[src/hdl/btts_pkg.sv]
package btts_pkg;

  localparam int unsigned MAX_FIELD_BYTES_DEF  = 255;
  localparam int unsigned MAX_LENGTH_BYTES_DEF = 4;

  localparam int unsigned DATA_W = 8;
  localparam int unsigned TAG_W  = 14;
  localparam int unsigned LEFT_W = 3;

  localparam logic [4:0] TAG_ESCAPE = 5'h1F;
  localparam logic [6:0] GROUP_MASK = 7'h7F;

  typedef enum logic [2:0] {
    PH_TAG0,
    PH_TAGN,
    PH_LEN0,
    PH_LENN,
    PH_VALUE,
    PH_DONE
  } phase_t;

  typedef struct packed {
    logic [DATA_W-1:0] data_byte;
    logic              first_byte;
    logic              last_byte;
  } in_item_t;

  typedef struct packed {
    logic       found;
    logic [7:0] value_offset;
    logic [7:0] value_length;
    logic       malformed;
  } out_item_t;

endpackage

[src/hdl/btts_parser.sv]
module btts_parser #(
  parameter int unsigned MAX_FIELD_BYTES  = btts_pkg::MAX_FIELD_BYTES_DEF,
  parameter int unsigned MAX_LENGTH_BYTES = btts_pkg::MAX_LENGTH_BYTES_DEF
) (
  input  logic                          clk,
  input  logic                          rst_n,
  input  logic                          item_valid,
  input  btts_pkg::in_item_t            item,
  input  logic [btts_pkg::TAG_W-1:0]    target_tag,
  output logic                          result_valid,
  output btts_pkg::out_item_t           result
);

  import btts_pkg::*;

  localparam int unsigned POS_W = $clog2(MAX_FIELD_BYTES + 1);
  localparam int unsigned LEN_W = 8 * MAX_LENGTH_BYTES;

  phase_t            phase_r, phase_nxt;
  logic [TAG_W-1:0]  tag_r, tag_nxt;
  logic [1:0]        tseen_r, tseen_nxt;
  logic [LEFT_W-1:0] lleft_r, lleft_nxt;
  logic [LEN_W-1:0]  lacc_r, lacc_nxt;
  logic [LEN_W-1:0]  skip_r, skip_nxt;
  logic [POS_W-1:0]  pos_r, pos_nxt;
  logic              mflag_r, mflag_nxt;
  logic [7:0]        moff_r, moff_nxt;
  logic [7:0]        mlen_r, mlen_nxt;
  logic              err_r, err_nxt;

  logic              hdr_done;
  logic [POS_W-1:0]  pos_cur;
  logic [POS_W:0]    off_w;
  logic [DATA_W-1:0] b;
  logic [6:0]        cnt;

  assign b   = item.data_byte;
  assign cnt = b[6:0];

  always_comb begin
    phase_nxt    = phase_r;
    tag_nxt      = tag_r;
    tseen_nxt    = tseen_r;
    lleft_nxt    = lleft_r;
    lacc_nxt     = lacc_r;
    skip_nxt     = skip_r;
    pos_nxt      = pos_r;
    mflag_nxt    = mflag_r;
    moff_nxt     = moff_r;
    mlen_nxt     = mlen_r;
    err_nxt      = err_r;
    hdr_done     = 1'b0;
    pos_cur      = pos_r;
    off_w        = '0;
    result_valid = 1'b0;
    result       = '0;

    if (item_valid) begin
      // restart the walk before this byte
      if (item.first_byte) begin
        phase_nxt = PH_TAG0;
        tag_nxt   = '0;
        tseen_nxt = '0;
        lleft_nxt = '0;
        lacc_nxt  = '0;
        skip_nxt  = '0;
        pos_nxt   = '0;
        mflag_nxt = 1'b0;
        moff_nxt  = '0;
        mlen_nxt  = '0;
        err_nxt   = 1'b0;
      end
      pos_cur = pos_nxt;

      if (phase_nxt != PH_DONE) begin
        if (pos_cur == POS_W'(MAX_FIELD_BYTES)) begin
          err_nxt   = 1'b1;
          phase_nxt = PH_DONE;
        end else begin
          case (phase_nxt)
            PH_TAG0: begin
              tseen_nxt = 2'd1;
              if (b[4:0] != TAG_ESCAPE) begin
                tag_nxt   = TAG_W'(b[4:0]);
                phase_nxt = PH_LEN0;
              end else begin
                tag_nxt   = '0;
                phase_nxt = PH_TAGN;
              end
            end
            PH_TAGN: begin
              tag_nxt   = {tag_nxt[TAG_W-8:0], b[6:0] & GROUP_MASK};
              tseen_nxt = tseen_nxt + 2'd1;
              if (b[7]) begin
                if (tseen_nxt >= 2'd3 || tseen_nxt == 2'd0) begin
                  err_nxt   = 1'b1;
                  phase_nxt = PH_DONE;
                end
              end else begin
                phase_nxt = PH_LEN0;
              end
            end
            PH_LEN0: begin
              if (!b[7]) begin
                lacc_nxt = LEN_W'(b);
                hdr_done = 1'b1;
              end else if (cnt == 7'd0 || 32'(cnt) > MAX_LENGTH_BYTES) begin
                err_nxt   = 1'b1;
                phase_nxt = PH_DONE;
              end else begin
                lleft_nxt = LEFT_W'(cnt);
                lacc_nxt  = '0;
                phase_nxt = PH_LENN;
              end
            end
            PH_LENN: begin
              lacc_nxt = LEN_W'({lacc_nxt, b});
              if (lleft_nxt != '0) begin
                lleft_nxt = lleft_nxt - 1'b1;
              end
              if (lleft_nxt == '0) begin
                hdr_done = 1'b1;
              end
            end
            PH_VALUE: begin
              if (skip_nxt != '0) begin
                skip_nxt = skip_nxt - 1'b1;
              end
              if (skip_nxt == '0) begin
                phase_nxt = mflag_nxt ? PH_DONE : PH_TAG0;
              end
            end
            default: begin
            end
          endcase

          // header complete: check the tag, then skip any value bytes
          if (hdr_done) begin
            if (tag_nxt == target_tag) begin
              off_w     = {1'b0, pos_cur} + 1'b1;
              mflag_nxt = 1'b1;
              moff_nxt  = (32'(off_w) > 32'd255) ? 8'hFF : 8'(off_w);
              mlen_nxt  = (32'(lacc_nxt) > 32'd255) ? 8'hFF : 8'(lacc_nxt);
            end
            skip_nxt = lacc_nxt;
            if (lacc_nxt != '0) begin
              phase_nxt = PH_VALUE;
            end else begin
              phase_nxt = mflag_nxt ? PH_DONE : PH_TAG0;
            end
          end
        end
      end

      if (pos_cur != POS_W'(MAX_FIELD_BYTES)) begin
        pos_nxt = pos_cur + 1'b1;
      end

      if (item.last_byte) begin
        if (phase_nxt == PH_TAGN || phase_nxt == PH_LEN0 ||
            phase_nxt == PH_LENN || phase_nxt == PH_VALUE) begin
          err_nxt = 1'b1;
        end
        result_valid        = 1'b1;
        result.found        = mflag_nxt;
        result.value_offset = mflag_nxt ? moff_nxt : 8'd0;
        result.value_length = mflag_nxt ? mlen_nxt : 8'd0;
        result.malformed    = err_nxt;
        phase_nxt = PH_TAG0;
        tag_nxt   = '0;
        tseen_nxt = '0;
        lleft_nxt = '0;
        lacc_nxt  = '0;
        skip_nxt  = '0;
        pos_nxt   = '0;
        mflag_nxt = 1'b0;
        moff_nxt  = '0;
        mlen_nxt  = '0;
        err_nxt   = 1'b0;
      end
    end
  end

  always_ff @(posedge clk) begin
    if (!rst_n) begin
      phase_r <= PH_TAG0;
      tag_r   <= '0;
      tseen_r <= '0;
      lleft_r <= '0;
      lacc_r  <= '0;
      skip_r  <= '0;
      pos_r   <= '0;
      mflag_r <= 1'b0;
      moff_r  <= '0;
      mlen_r  <= '0;
      err_r   <= 1'b0;
    end else begin
      phase_r <= phase_nxt;
      tag_r   <= tag_nxt;
      tseen_r <= tseen_nxt;
      lleft_r <= lleft_nxt;
      lacc_r  <= lacc_nxt;
      skip_r  <= skip_nxt;
      pos_r   <= pos_nxt;
      mflag_r <= mflag_nxt;
      moff_r  <= moff_nxt;
      mlen_r  <= mlen_nxt;
      err_r   <= err_nxt;
    end
  end

  a_clear_after_result: assert property (@(posedge clk) disable iff (!rst_n)
    result_valid |=> (phase_r == PH_TAG0 && pos_r == '0 && !mflag_r && !err_r))
    else $error("parse state not cleared after a result");

  a_match_phase: assert property (@(posedge clk) disable iff (!rst_n)
    mflag_r |-> (phase_r == PH_VALUE || phase_r == PH_DONE))
    else $error("match flagged while still walking headers");

  a_lenn_count: assert property (@(posedge clk) disable iff (!rst_n)
    (phase_r == PH_LENN) |-> (lleft_r != '0))
    else $error("length bytes phase with nothing left to read");

  a_tag_bytes: assert property (@(posedge clk) disable iff (!rst_n)
    (phase_r == PH_TAGN) |-> (tseen_r == 2'd1 || tseen_r == 2'd2))
    else $error("tag continuation with bad byte count");

endmodule

[src/hdl/ber_tlv_tag_search_unit.sv]
// Channel  Handshake          Payload                  Direction
// in_      in_valid/in_stall  btts_pkg::in_item_t      into block, one byte per item
// out_     out_valid/out_stall btts_pkg::out_item_t    out of block, one item per field
// cfg_     cfg_valid/cfg_ready cfg_target_tag [13:0]   into block, target tag number
//
// One byte item is taken every cycle while in_stall is low; the per-byte parse step
// sits between the input register and the result register, so out_valid rises once
// the last byte of its field has left the input register and its result is registered.
// Reset is synchronous on rst_n low; it clears the parse state and the target tag.
// A last-byte item waits in the input register while an earlier result is held
// by out_stall; in_stall rises only then.
module ber_tlv_tag_search_unit #(
  parameter int unsigned MAX_FIELD_BYTES  = btts_pkg::MAX_FIELD_BYTES_DEF,
  parameter int unsigned MAX_LENGTH_BYTES = btts_pkg::MAX_LENGTH_BYTES_DEF
) (
  input  logic                       clk,
  input  logic                       rst_n,
  input  logic                       in_valid,
  output logic                       in_stall,
  input  btts_pkg::in_item_t         in_item,
  output logic                       out_valid,
  input  logic                       out_stall,
  output btts_pkg::out_item_t        out_item,
  input  logic                       cfg_valid,
  output logic                       cfg_ready,
  input  logic [btts_pkg::TAG_W-1:0] cfg_target_tag
);

  import btts_pkg::*;

  logic             s1_valid_r, s1_valid_nxt;
  in_item_t         s1_item_r;
  logic             out_valid_r, out_valid_nxt;
  out_item_t        out_item_r;
  logic [TAG_W-1:0] target_r;

  logic             out_free;
  logic             advance;
  logic             in_accept;
  logic             res_valid;
  out_item_t        res_item;

  assign out_free  = !out_valid_r || !out_stall;
  // only a last byte needs room in the result register
  assign advance   = s1_valid_r && (!s1_item_r.last_byte || out_free);
  assign in_stall  = s1_valid_r && !advance;
  assign in_accept = in_valid && !in_stall;
  assign cfg_ready = 1'b1;

  assign s1_valid_nxt  = in_accept ? 1'b1 : (advance ? 1'b0 : s1_valid_r);
  assign out_valid_nxt = res_valid ? 1'b1 : (out_valid_r && out_stall);

  btts_parser #(
    .MAX_FIELD_BYTES  (MAX_FIELD_BYTES),
    .MAX_LENGTH_BYTES (MAX_LENGTH_BYTES)
  ) u_parser (
    .clk          (clk),
    .rst_n        (rst_n),
    .item_valid   (advance),
    .item         (s1_item_r),
    .target_tag   (target_r),
    .result_valid (res_valid),
    .result       (res_item)
  );

  always_ff @(posedge clk) begin
    if (!rst_n) begin
      s1_valid_r  <= 1'b0;
      out_valid_r <= 1'b0;
      target_r    <= '0;
    end else begin
      s1_valid_r  <= s1_valid_nxt;
      out_valid_r <= out_valid_nxt;
      if (cfg_valid && cfg_ready) begin
        target_r <= cfg_target_tag;
      end
    end
  end

  always_ff @(posedge clk) begin
    if (in_accept) begin
      s1_item_r <= in_item;
    end
    if (res_valid) begin
      out_item_r <= res_item;
    end
  end

  assign out_valid = out_valid_r;
  assign out_item  = out_item_r;

  a_stall_cause: assert property (@(posedge clk) disable iff (!rst_n)
    in_stall |-> (s1_valid_r && s1_item_r.last_byte && out_valid_r && out_stall))
    else $error("input stalled without a held result");

  a_no_overwrite: assert property (@(posedge clk) disable iff (!rst_n)
    (out_valid_r && out_stall) |-> !res_valid)
    else $error("result produced while result register is held");

  a_result_from_last: assert property (@(posedge clk) disable iff (!rst_n)
    res_valid |-> (advance && s1_item_r.last_byte))
    else $error("result without a last byte");

endmodule
[config.mk]
export PLATFORM = sky130hd
export DESIGN_NAME = ber_tlv_tag_search_unit
export DESIGN_NICKNAME = d
export VERILOG_FILES = /design/src/hdl/btts_pkg.sv /design/src/hdl/btts_parser.sv /design/src/hdl/ber_tlv_tag_search_unit.sv
export SDC_FILE = /design/constraint.sdc
export NUM_CORES = 1
export LEC_CHECK = 0
export ABC_AREA = 1
export BUFFER_PORTS_ARGS = -buffer_cell sky130_fd_sc_hd__buf_2
export CORE_ASPECT_RATIO = 1.1
export CORE_UTILIZATION = 25
export CTS_CLUSTER_SIZE = 10
export DETAILED_ROUTE_END_ITERATION = 10
export SETUP_SLACK_MARGIN = 0.5
export SLEW_MARGIN = 10
export SYNTH_ARGS = -nofsm -noshare
export SYNTH_HDL_FRONTEND = slang
export SYNTH_SLANG_ARGS = --single-unit
[constraint.sdc]
create_clock -name clk -period 4.3 [get_ports clk]
set_input_delay 0 -clock clk [delete_from_list [all_inputs] [get_ports clk]]
set_output_delay 0 -clock clk [all_outputs]
set_load 0.05 [all_outputs]
# --- After elaboration in Yosys (flattened, before gate mapping) ---
# Cells that the tools add are included.
word_totals:
  register_bits: 156
  in_bits: 29
  output_inout_bits: 21
  wordCells: 188
classes:
  addsub: 5
  order_cmp: 4
  eq_ne: 13
  mux: 118
  reduce_logical: 27
ops:
  columns: ["operator", "n"]
  rows:
  - ["two-way mux 32 bit", 21]
  - ["two-way mux 8 bit", 18]
  - ["two-way mux 14 bit", 7]
  - ["two-way mux 3 bit", 27]
  - ["one-hot mux 32 bit (2 select lines)", 1]
  - ["nonzero test 32 bit", 2]
  - ["greater-than comparator 32 x 8 -> 1 bit, second input constant", 1]
  - ["zero test 32 bit", 1]
  - ["subtractor 32 x 1 -> 32 bit, second input constant", 1]
  - ["two-way mux 1 bit", 31]
  - ["one-hot mux 14 bit (2 select lines)", 1]
  - ["== test 14 bit", 1]
  - ["== test 3 x 2 -> 1 bit, second input constant", 4]
  - ["two-way mux 2 bit", 6]
  - ["one-hot mux 3 bit (4 select lines)", 1]
  - ["adder 8 x 1 -> 9 bit, second input constant", 1]
  - ["greater-than comparator 9 x 8 -> 1 bit, second input constant", 1]
  - ["adder 8 x 1 -> 8 bit, second input constant", 1]
  - ["== test 8 bit, second input constant", 1]
  - ["!= test 8 bit, second input constant", 1]
  - ["greater-than comparator 7 x 3 -> 1 bit, second input constant", 1]
  - ["zero test 7 bit", 1]
  - ["logical OR 1 bit", 7]
  - ["== test 3 x 1 -> 1 bit, second input constant", 2]
  - ["other kinds (18)", 28]

# --- Longest topological paths before layout ---
# Gate-level depths: netlist of the first run.
depth:
  depth_word: 32
  mapped_depth: 28
  mapped_depth_nobuf: 24

# --- Cells and area by module ---
# From an unflattened synthesis of the first run, not the netlist that was laid out.
hier_totals:
  hier_cells: 1728
  area_unflattened_um2: 10485.1
by_module_without_submodules:
  columns: ["mod", "n_inst", "cells_per_inst", "area_each_um2", "seq_area_each_um2"]
  rows:
  - ["btts_parser", 1, 1625, 9056.2, 2242.2]
  - ["ber_tlv_tag_search_unit", 1, 103, 1428.9, 1161.1]

# --- Worst setup path after synthesis of the first run ---
# Ideal clock, no wire load.
synth_path:
  path_type: "reg2reg"
  from: "reg s1_item_r[1] (netlist name)"
  to: "reg out_item_r (netlist bit out_item[0]), data pin"
  setup_ns: 0.252
  arrival_ns: 3.595
  required_ns: 4.048
  setup_slack_ns: 0.452
  stages_incl_launch_ff: 28
  n_path_buf: 8
  synth_period_minus_slack_ns: 3.848
  cell_sequence: "edfxtp_1 > buf_6 > inv_4 > buf_6 > buf_8 > buf_8 > buf_6 > buf_2 > clkbuf_1 > buf_1 > nand2_1 > ha_1 > inv_1 > nand2_1 > o21ai_0 > nand4_1 > nand2_2 > nand3_1 > nor2_1 > nand3_2 > o21ai_0 > a21oi_1 > nand4_1 > inv_1 > nand2_1 > nand3_1 > nand2_1 > inv_1"
synth_between:
  elab_chain_len: 24
  word_cells_on_any_way: 91
  classes_between: "3 x add/sub; 1 x order compare; 11 x eq/ne; 65 x mux; 11 x reduce/logical"
synth_lines:
  columns: ["item", "line", "source"]
  rows:
  - ["start: declaration", "ber_tlv_tag_search_unit.sv:32", "in_item_t s1_item_r;"]
  - ["start signal: assignment", "ber_tlv_tag_search_unit.sv:82", "s1_item_r <= in_item;"]
  - ["branches (longest 23 deep; another with subtractor 32 x 1 -> 32 bit)", null, null]
  - ["two-way mux 1 bit *", "btts_parser.sv:160", "if (phase_nxt == PH_TAGN || phase_nxt == PH_LEN0 ||"]
  - ["end signal: assignment", "ber_tlv_tag_search_unit.sv:85", "out_item_r <= res_item;"]
  - ["end: declaration", "ber_tlv_tag_search_unit.sv:34", "out_item_t out_item_r;"]
# Mark *: on every way between the ends. The select of a mux whose other input is x is not followed.
# A chain may end at the register's enable or synchronous reset.

# --- Final worst setup path of the first run ---
layout_path:
  from: "reg s1_item_r[1] (netlist name)"
  to: "reg out_item_r (netlist bit out_item[2]), data pin"
layout_between:
  elab_chain_len: 19
  word_cells_on_any_way: 57
  classes_between: "1 x add/sub; 1 x order compare; 6 x eq/ne; 45 x mux; 4 x reduce/logical"
layout_lines:
  columns: ["item", "line", "source"]
  rows:
  - ["two-way mux 3 bit", "btts_parser.sv:60", "if (item.first_byte) begin"]
  - ["two-way mux 3 bit", "btts_parser.sv:58", "if (item_valid) begin"]
  - ["subtractor 3 x 1 -> 3 bit / nonzero test 3 bit (equally long branches)", "btts_parser.sv:119, btts_parser.sv:118", null]
  - ["two-way mux 3 bit", "btts_parser.sv:118", "if (lleft_nxt != '0) begin"]
  - ["two-way mux 3 bit", "btts_parser.sv:80", "case (phase_nxt)"]
  - ["two-way mux 3 bit", "btts_parser.sv:76", "if (pos_cur == POS_W'(MAX_FIELD_BYTES)) begin"]
  - ["two-way mux 3 bit", "btts_parser.sv:75", "if (phase_nxt != PH_DONE) begin"]
  - ["two-way mux 3 bit", "btts_parser.sv:58", null]
  - ["[3 not listed]", null, null]
  - ["two-way mux 1 bit", "btts_parser.sv:76", null]
  - ["two-way mux 1 bit", "btts_parser.sv:75", null]
  - ["two-way mux 1 bit", "btts_parser.sv:58", null]
  - ["two-way mux 1 bit", "btts_parser.sv:138", "if (hdr_done) begin"]
  - ["two-way mux 1 bit", "btts_parser.sv:76", null]
  - ["two-way mux 1 bit", "btts_parser.sv:75", null]
  - ["two-way mux 1 bit", "btts_parser.sv:58", null]
  - ["AND reduction 3 bit (no line)", null, null]
# Parallel ways exist; a longest one is shown, timed or not. The select of a mux whose other input is x is not followed.

==> impl_metrics.yaml, run 1 <==
critical_path:
  path_cells: "bufinv_16 -> buf_12 -> nand2_2 -> nor2_1 -> nand2_1 -> o21ai_0 -> xnor2_1 -> nand2_1 -> nor2_1 -> nand3_2 -> nor2_8 -> nand2_8 -> nand2_1 -> nand2_2 -> inv_1 -> and2_1"
  required_ns: 4.60
  slowest_delay_ns: 0.43
  crit_slowest_cell: "edfxtp_1"
  path_class: "reg2reg"
  r2r_end: "out_item[2]"
  cp-start-kind: "register"
  cp-end-kind: "register"
  ff2ff_setup_slack_ns: 0.73
  worst-path-max-fanout: 38
  cp.arrival_ns: 3.88
  startpoint: "s1_item_r[1]"
  r2r_cells: 16
  r2r-start: "s1_item_r[1]"
  cp_common_cell: "nand2_1"
timing:
  max_freq_ghz: 0.280
  slew_viol_final: 0
  finalCriticalPeriod_ns: 3.57
  tightest_slew_ns: 1.22
  clock_skew_ns: 0.0109
  fin_crit_sh_pct: 83.1
  hold_viol: 0
  maxSlewHeadroom_pct: 18.9
  tns_ns: 0
  finalSetupViolations: 0
  rsz0062_at_grt: "yes"
pwr:
  leakagePower_nw: 6.00
  power_density_mw_per_mm2: 274
  ir_drop_mv: 0.255
drt:
  via_per_inst: 4.94
  met1_length_um: 16400
  wl_met3_um: 1500
  wire_per_inst_um: 15.5
  drt-total-wl_um: 36600
  drtAntennaViolNets: 0
  dr.pass1.iters: 5
  vias: 11700
  drt-initial-drc-count: 966
  top_layer: "met4"
  wl_met2_um: 17500
  drc: 0
cts:
  clk_latency_ns: 0.44
  cts.clk_slew.worst_paths_ns: 0.07
  cts_tree: "built"
  cts-root-buf: "clkbuf_16"
  clock-sinks: 156
  cts-htree-levels: 4
  clock_path_buffers: 2
  cts_buffers: 17
layout:
  syn2layout_area_growth_pct: 16.2
  nets: 1817
  finalNonFillerCells: 2360
  layout-drive-gt1-share_pct: 10.8
  diodes: 0
  nFillCells: 4738
die:
  die_y_um: 221
  boundaryPins: 50
  design.core.area_mm2: 0.0427
  die_area_mm2: 0.0446
  fp.dieW_um: 201
  start_util_pct: 25.6
  num_rows: 79
min_path:
  holdPathEnd: "target_r[0]"
  hold_depth: 3
  hp-start: "cfg_valid"
  hold_class: "in2reg"
logic_synthesis:
  ys_warn_count: 0
  ys.flop_type: "dfxtp_1"
  synth.most_common_cell: "nand2_1"
  synth_commonest_cells: "547 x nand2_1, 210 x a21oi_1, 180 x nor2_1"
  syn_nets: 1777
  syn_area_per_cell_um2: 6.28
  yosys.cell_types.count: 52
  seq_area_frac_synth_pct: 31.1
  synth_area_leaders: "dfxtp_1 23%, nand2_1 19%, a21oi_1 9.6%, edfxtp_1 7.7%, nor2_1 6.2%"
  synth_top_area_cell: "dfxtp_1"
  synth_edf_count: 28
  ys_async_sr_fraction_pct: 0
  synth_top_area_share_pct: 23.4
  syn_area_mm2: 0.0109
  synth_seq_cells: 156
  synthCells: 1740
global_routing:
  grt_pass1_wl_um: 58700
  first_global_vias: 11000
  grt_antenna_before_repair: 0
  grt_start_max_net_pins: 95
  grt-ovfl-total: 0
  track_usage_pct: 16.3
status:
  outcome: "finished clean"
placed_design:
  gp_congestion: 0.930
  portBuffers: 48
  dp.cells: 2277
  hpwl_um: 25600
run:
  max_cap_viol_count: 0
==> through the flow <==
stage / utilization [%] / total power (W) / worst slack [ns] / hold slack, ns / area, um^2
2_1_floorplan: - / 0.00181 / 0.563 / 0.0989 / 10900
3_3_place_gp: 27.0 / 0.00191 / 0.265 / 0.178 / 11500
3_5_place_dp: 27.0 / 0.00191 / 0.229 / 0.178 / 11500
4_1_cts: 29.4 / 0.00350 / 0.583 / 0.179 / 12500
5_1_grt: 29.7 / 0.00360 / 0.476 / 0.258 / 12700
6_report: 29.7 / 0.00347 / 0.726 / 0.177 / 12700
==> per-layer routing <==
layer | vias up | GRT usage, %
li1 | 5858 | -
met1 | 5441 | 21.0
met2 | 311 | 27.2
met3 | 59 | 2.30
met4 | 0 | 6.30
met5 | - | 0
==> kinds of logic after synthesis <==
logic type                 Yosys count  share of synthesized area, %
and+or+nand+nor                    901                          34.9
AOI/OAI and AO/OA                  415                          22.1
buffers and inverters              250                          10.2
DFF                                156                          31.1
xor gates and xnor gates             9                         0.790
adders and majority gates            8                         0.916
other                                1                        0.0343
==> state kept, by name (all words and copies together) (netlist names) <==
| register | cells |
|---|---|
| out_item | 18 |
| out_valid | 1 |
| s1_item_r | 10 |
| s1_valid_r | 1 |
| target_r | 14 |
| u_parser.err_r | 1 |
| u_parser.lacc_r | 32 |
| u_parser.lleft_r | 3 |
| u_parser.mflag_r | 1 |
| u_parser.mlen_r | 8 |
| u_parser.moff_r | 8 |
| u_parser.phase_r | 3 |
| u_parser.pos_r | 8 |
| u_parser.skip_r | 32 |
| u_parser.tag_r | 14 |
| u_parser.tseen_r | 2 |
==> placed cells by master (no fill, tap or decap), types with 16 or more instances in the layout <==
cell type and n:
a21oi_1 209, buf_2 48, buf_4 31, clkbuf_16 17, dfxtp_1 128, dlygate4sd3_1 41, edfxtp_1 28, inv_1 139
nand2_1 537, nand2_2 22, nand3_1 102, nor2_1 177, o211ai_1 56, o21ai_0 74, o21ai_1 18, o221ai_1 16
==> layout make-up <==
cell class | count | area (um^2) | share of cell area (%)
clock buffer | 20 | 448 | 3.53
clock inverter | 12 | 139 | 1.09
inverter | 150 | 593 | 4.67
multi-input combinational | 1334 | 6500 | 51.2
sequential | 156 | 3400 | 26.8
tap | 567 | 709 | 5.59
timing repair buffer | 121 | 903 | 7.11
==> report_power, final <==
part           switching [W]  internal [W]  total [W]
clock               0.000670      0.000879    0.00155
sequential         0.0000182       0.00151    0.00153
combinational       0.000267      0.000130   0.000397
==> how the worst max path moves through the flow <==
stage	endpoint	depth (start not counted)
final	out_item[2]	16
after global routing	out_item[0]	23
after CTS	out_item[2]	17
after detailed placement	out_item[0]	23
after global placement	out_item[0]	23
after floorplan	out_item[0]	27
==> critical path: cells and delay by family, from the launching register on <==
kind,cells,cell delay [ns]
AOI/OAI and AO/OA,1,0.40
DFF,1,0.43
and+or+nand+nor,11,1.70
xor gates and xnor gates,1,0.17
buffers and inverters,3,0.69
==> timing repair <==
item	4_1_cts	5_1_grt
endpoints found under the setup margin	10	46
gates resized for setup	1	26
pin swaps	0	4
buffers inserted	1	9
hold buffers	41	0
endpoints found under the hold margin	26	0
Note: power is estimated with default switching activity, not from simulation.
==> run 2: changes to the inputs <==
ABC_AREA = 0   (was 1)
clock period = 3.4 ns   (was 4.3 ns; I/O delays follow)
==> run 2 against run 1 <==
  * The run now ends with setup timing left
  * Critical path depth fell by 6
  * Synthesized cell count shrank 24%
  * Routed wire length rose by 24%
  * Critical path type unchanged
  * Largest power group is now sequential cells
==> impl_metrics.yaml, run 2 <==
status:
  outcome: "finished, violations left"
  violations: "setup timing"
logic_synthesis:
  synth_edf_count: 28
  syn_area_per_cell_um2: 7.82
  synth_top_area_cell: "dfxtp_1"
  synth_area_leaders: "dfxtp_1 25%, edfxtp_1 8.2%, nor2b_1 6.0%, a22oi_1 5.3%, o21ai_0 5.0%"
  ys_warn_count: 0
  syn_area_mm2: 0.0103
  synth.most_common_cell: "dfxtp_1"
  ys_async_sr_fraction_pct: 0
  synth_seq_cells: 156
  synth_top_area_share_pct: 24.9
  syn_nets: 1353
  synthCells: 1316
  seq_area_frac_synth_pct: 33.1
  synth_commonest_cells: "128 x dfxtp_1, 119 x nand2_1, 103 x o21ai_0"
  ys.flop_type: "dfxtp_1"
  yosys.cell_types.count: 84
timing:
  slew_viol_final: 0
  rsz0062_at_grt: "yes"
  maxSlewHeadroom_pct: 22.6
  hold_viol: 0
  tightest_slew_ns: 1.16
  timing.hold.ws_ns: 0.0768
  finalSetupViolations: 1
  finalCriticalPeriod_ns: 3.43
  fin_crit_sh_pct: 101
  max_freq_ghz: 0.291
  setup_ws_ns: -0.0345
  clock_skew_ns: 0.0270
pwr:
  power_density_mw_per_mm2: 283
  ir_drop_mv: 0.295
  leakagePower_nw: 5.82
global_routing:
  grt_antenna_before_repair: 0
  grt_pass1_wl_um: 66400
  first_global_vias: 11400
  grt-ovfl-total: 0
  grt_start_max_net_pins: 129
  track_usage_pct: 20.2
die:
  start_util_pct: 25.5
  die_area_mm2: 0.0420
  die_y_um: 215
  design.core.area_mm2: 0.0404
  num_rows: 77
  fp.dieW_um: 195
  boundaryPins: 50
critical_path:
  r2r_cells: 10
  path_class: "reg2reg"
  cp-end-kind: "register"
  cp.arrival_ns: 3.63
  r2r-start: "u_parser.skip_r[13]"
  worst-path-max-fanout: 4
  ff2ff_setup_slack_ns: -0.03
  r2r_end: "out_item[0]"
  cp-start-kind: "register"
  required_ns: 3.60
drt:
  dr.pass1.iters: 6
  wl_met2_um: 21800
  met1_length_um: 17900
  top_layer: "met4"
  drc: 0
  vias: 12100
  wl_met3_um: 3380
  wire_per_inst_um: 21.7
  via_per_inst: 5.77
  drt-initial-drc-count: 1208
  drtAntennaViolNets: 0
  drt-total-wl_um: 45500
cts:
  cts_tree: "built"
  cts_buffers: 17
  cts-root-buf: "clkbuf_16"
  clk_latency_ns: 0.46
  clock_path_buffers: 2
  cts-htree-levels: 4
  cts.clk_slew.worst_paths_ns: 0.08
  clock-sinks: 156
min_path:
  holdPathEnd: "target_r[2]"
  hp-start: "cfg_valid"
  hold_class: "in2reg"
  hold_depth: 3
layout:
  final_area_mm2: 0.0158
  syn2layout_area_growth_pct: 53.9
  nFillCells: 3884
  regArea_mm2: 0.00341
  nets: 1609
  layout-drive-gt1-share_pct: 39.2
  mostFrequentLayoutCells: "190 x buf_4, 123 x dfxtp_1, 97 x nor2b_1"
  diodes: 0
  multi_input_area_mm2: 0.00797
  mostFrequentLayoutCell: "buf_4"
placed_design:
  pre_cts_slack_ns: -0.243
  portBuffers: 48
  place_area_mm2: 0.0121
  gp_congestion: 1.01
  hpwl_um: 29400
run:
  max_cap_viol_count: 0
-- run 2: changes by cell type after synthesis, moves of 85 or more --
cell and delta:
nor2_1 -93, nor2b_1 +99, a21oi_1 -135, nand2_1 -428, nand3_1 -85, inv_1 -118
-- run 2: cells by family (layout without fill, tap and decap cells) --
group | after synthesis | after routing | share of synthesized area (%)
fa+ha+maj | 8 | 8 | 0.973
other cells | 1 | 1 | 0.0364
buf+inv | 140 | 407 | 5.36
flops | 156 | 156 | 33.1
simple gates | 523 | 525 | 27.6
compound gates | 445 | 445 | 29.0
mux | 24 | 24 | 2.39
xor+xnor | 19 | 19 | 1.62
-- run 2: power by group --
| group | internal [W] | switching (W) | leakage [nW] |
|---|---|---|---|
| registers | 0.00191 | 0.0000344 | 1.30 |
| clock network | 0.000966 | 0.000965 | 0.270 |
| logic | 0.000266 | 0.000355 | 4.25 |
-- run 2: how the worst max path moves through the flow --
stage	start	slack (ns)	endpoint	cells past startpoint
final	u_parser.skip_r[13]	-0.03	out_item[0]	10
after global routing	u_parser.skip_r[13]	-0.11	out_item[0]	10
after CTS	u_parser.skip_r[19]	0.07	out_item[0]	10
after detailed placement	s1_item_r[1]	-0.24	out_item[0]	13
after global placement	s1_item_r[1]	-0.24	out_item[0]	12
after floorplan	s1_item_r[1]	-0.04	out_item[11]	21
-- run 2: layer usage --
metal | global-route usage, % | up-vias
met2 | 33.9 | 649
li1 | - | 5421
met3 | 3.08 | 156
met4 | 10.1 | 0
met5 | 0 | -
met1 | 24.9 | 5889
-- run 2: cell type report --
type,count,share of cell area [%]
clock buffer,18,2.71
clock inverter,14,0.806
inverter,22,0.537
multi-input combinational,1022,50.3
sequential,156,21.5
tap,513,4.05
timing repair buffer,353,20.1
-- run 2: metrics by stage --
| stage | power [W] | instances | TNS [ns] | util, % |
|---|---|---|---|---|
| 2_1_floorplan | 0.00225 | 1316 | -0.233 | - |
| 3_3_place_gp | 0.00241 | 1923 | -1.32 | 30.1 |
| 3_5_place_dp | 0.00241 | 1923 | -1.74 | 30.1 |
| 4_1_cts | 0.00441 | 2060 | 0 | 35.8 |
| 6_report | 0.00449 | 2098 | -0.0345 | 39.2 |
| 5_1_grt | 0.00460 | 2098 | -0.132 | 39.2 |
-- run 2: what timing repair did --
action	4_1_cts	5_1_grt
hold buffers	26	0
gates cloned	3	4
pin swaps	87	123
gates resized for setup	197	257
setup endpoints to repair	116	113
endpoints found under the hold margin	26	0
setup buffers	76	34
-- run 2: worst max-delay path, cell delays in order, from the launching register on --
cell	delay [ns]
dfxtp_1	0.32
or4_4	0.55
o41a_1	0.54
buf_4	0.18
or4_4	0.40
and3_4	0.19
nor4_4	0.28
and3_4	0.23
a31oi_2	0.09
and3b_1	0.18
o31a_1	0.23
==> run 3: changes to the inputs <==
RECOVER_POWER = 50   (was not set)
==> run 3 against run 2 <==
  * The run ends with capacitance limit, slew limit, setup timing left
  * Critical path type unchanged
  * Critical endpoint unchanged
  * Largest power group unchanged
  * Via count hardly changed
  * Clock power hardly changed
  * Highest routed layer unchanged
  * Sequential power hardly changed
  * Clock-buffer cell count stayed put
==> impl_metrics.yaml, run 3 (synthesized netlist as in run 2, its figures left out) <==
critical_path:
  path_class: "reg2reg"
  crit_family: "compound AO/OA/AOI/OAI gates"
  worst-path-max-fanout: 6
  cp-end-kind: "register"
  slowest_delay_ns: 0.55
  required_ns: 3.60
  cp_common_cell: "o31a_1"
  crit_buf_inv: 1
  path_cells: "or4_4 -> o41a_1 -> o211ai_4 -> buf_4 -> o31a_1 -> o21ai_0 -> nor4_1 -> and3_4 -> a31oi_2 -> and3b_1 -> o31a_1"
  crit_slowest_cell: "or4_4"
  cp-start-kind: "register"
  cp.arrival_ns: 3.63
cts:
  cts.clk_slew.worst_paths_ns: 0.08
  clock-sinks: 156
  clk_latency_ns: 0.46
  cts-root-buf: "clkbuf_16"
  cts-htree-levels: 4
  cts_tree: "built"
  clock_path_buffers: 2
  cts_buffers: 17
die:
  fp.dieW_um: 195
  boundaryPins: 50
  design.core.area_mm2: 0.0404
  num_rows: 77
  start_util_pct: 25.5
  die_y_um: 215
  die_area_mm2: 0.0420
pwr:
  ir_drop_mv: 0.293
  p_comb_share_pct: 13.7
  leakagePower_nw: 5.71
  power_w: 0.00449
  p_switching_w: 0.00136
  power_density_mw_per_mm2: 286
  pwr-share-clk_pct: 43.1
  internal_power_w: 0.00313
  p_seq_share_pct: 43.2
  p_sw_share_pct: 30.2
global_routing:
  grt_start_max_net_pins: 129
  track_usage_pct: 20.2
  grt-ovfl-total: 0
  grt_pass1_wl_um: 66400
  grt_antenna_before_repair: 0
  first_global_vias: 11400
placed_design:
  dp.cells: 1923
  portBuffers: 48
  hpwl_um: 29400
  gp_congestion: 1.01
timing:
  rsz0062_at_grt: "yes"
  maxSlewHeadroom_pct: -54.6
  tns_ns: -0.0656
  clock_skew_ns: 0.0250
  fin_crit_sh_pct: 101
  tightest_slew_ns: 2.32
  hold_viol: 0
  setup_ws_ns: -0.0310
  max_freq_ghz: 0.291
  finalSetupViolations: 4
  slew_viol_final: 129
  finalCriticalPeriod_ns: 3.43
status:
  violations: "capacitance limit, slew limit, setup timing"
  outcome: "finished, violations left"
drt:
  wire_per_inst_um: 21.6
  vias: 12100
  wl_met3_um: 3190
  drtAntennaViolNets: 0
  drt-initial-drc-count: 1391
  met1_length_um: 18100
  drc: 0
  top_layer: "met4"
  dr.pass1.iters: 7
  wl_met2_um: 21500
  drt-total-wl_um: 45300
  via_per_inst: 5.78
layout:
  multi_input_area_mm2: 0.00791
  layout-drive-gt1-share_pct: 36.7
  syn2layout_area_growth_pct: 52.6
  mostFrequentLayoutCells: "185 x buf_4, 123 x dfxtp_1, 97 x nor2b_1"
  regArea_mm2: 0.00341
  nFillCells: 3918
  final_core_utilization_pct: 38.9
  mostFrequentLayoutCell: "buf_4"
  nets: 1609
  finalNonFillerCells: 2098
  diodes: 0
min_path:
  hold_class: "in2reg"
run:
  max_cap_viol_count: 1
run 3: cell types whose count changed in the layout (fill, tap and decap cells not counted), moves of 2 or more:
cell      change
clkbuf_1     +32
buf_4         -5
buf_2        -25
nand2_1       +2
buf_6         -4
run 3: area by class of cell:
class                      count  area share [%]
clock buffer                  18            2.73
clock inverter                14           0.812
inverter                      22           0.542
multi-input combinational   1022            50.4
sequential                   156            21.7
tap                          513            4.09
timing repair buffer         353            19.8
run 3: power groups by stage:
stage          Sequential (W)  Clock (W)  Combinational (W)
2_1_floorplan         0.00198          0           0.000272
3_3_place_gp          0.00198          0           0.000430
3_5_place_dp          0.00198          0           0.000433
4_1_cts               0.00194    0.00194           0.000530
5_1_grt               0.00194    0.00201           0.000644
6_report              0.00194    0.00193           0.000615
run 3: final timing paths:
path,from,end,slack [ns],depth (start not counted)
min reg2reg,u_parser.mflag_r,u_parser.mflag_r,0.49,2
max,u_parser.skip_r[13],out_item[0],-0.03,11
max reg2reg,u_parser.skip_r[13],out_item[0],-0.03,11
min,cfg_valid,target_r[2],0.08,3
run 3: per-layer routing:
layer  track usage [%]  vias to the layer above
met5                 0                        -
met4              10.1                        0
met3              3.08                      177
met2              33.9                      638
met1              24.9                     5896
li1                  -                     5413
run 3: timing repair:
item	CTS	global route
pin swaps	87	123
gates resized for setup	197	257
endpoints found under the hold margin	26	0
setup buffers	76	34
endpoints found under the setup margin	116	113
hold buffers	26	0
gates cloned	3	4
run 3: stage by stage:
stage | hold WS [ns] | worst slack [ns] | area, um^2
final | 0.0811 | -0.0310 | 15700
after global routing | 0.110 | -0.113 | 15700
after CTS | 0.0754 | 0.0711 | 14400
after detailed placement | 0.178 | -0.243 | 12100
after global placement | 0.177 | -0.240 | 12100
after floorplan | 0.0989 | -0.0448 | 10700
run 3: worst register-to-register path, cell delays in order (launching register included):
cell and delay (ns):
dfxtp_1 0.32, or4_4 0.55, o41a_1 0.54, o211ai_4 0.31, buf_4 0.19, o31a_1 0.14
o21ai_0 0.09, nor4_1 0.32, and3_4 0.24, a31oi_2 0.09, and3b_1 0.18, o31a_1 0.23
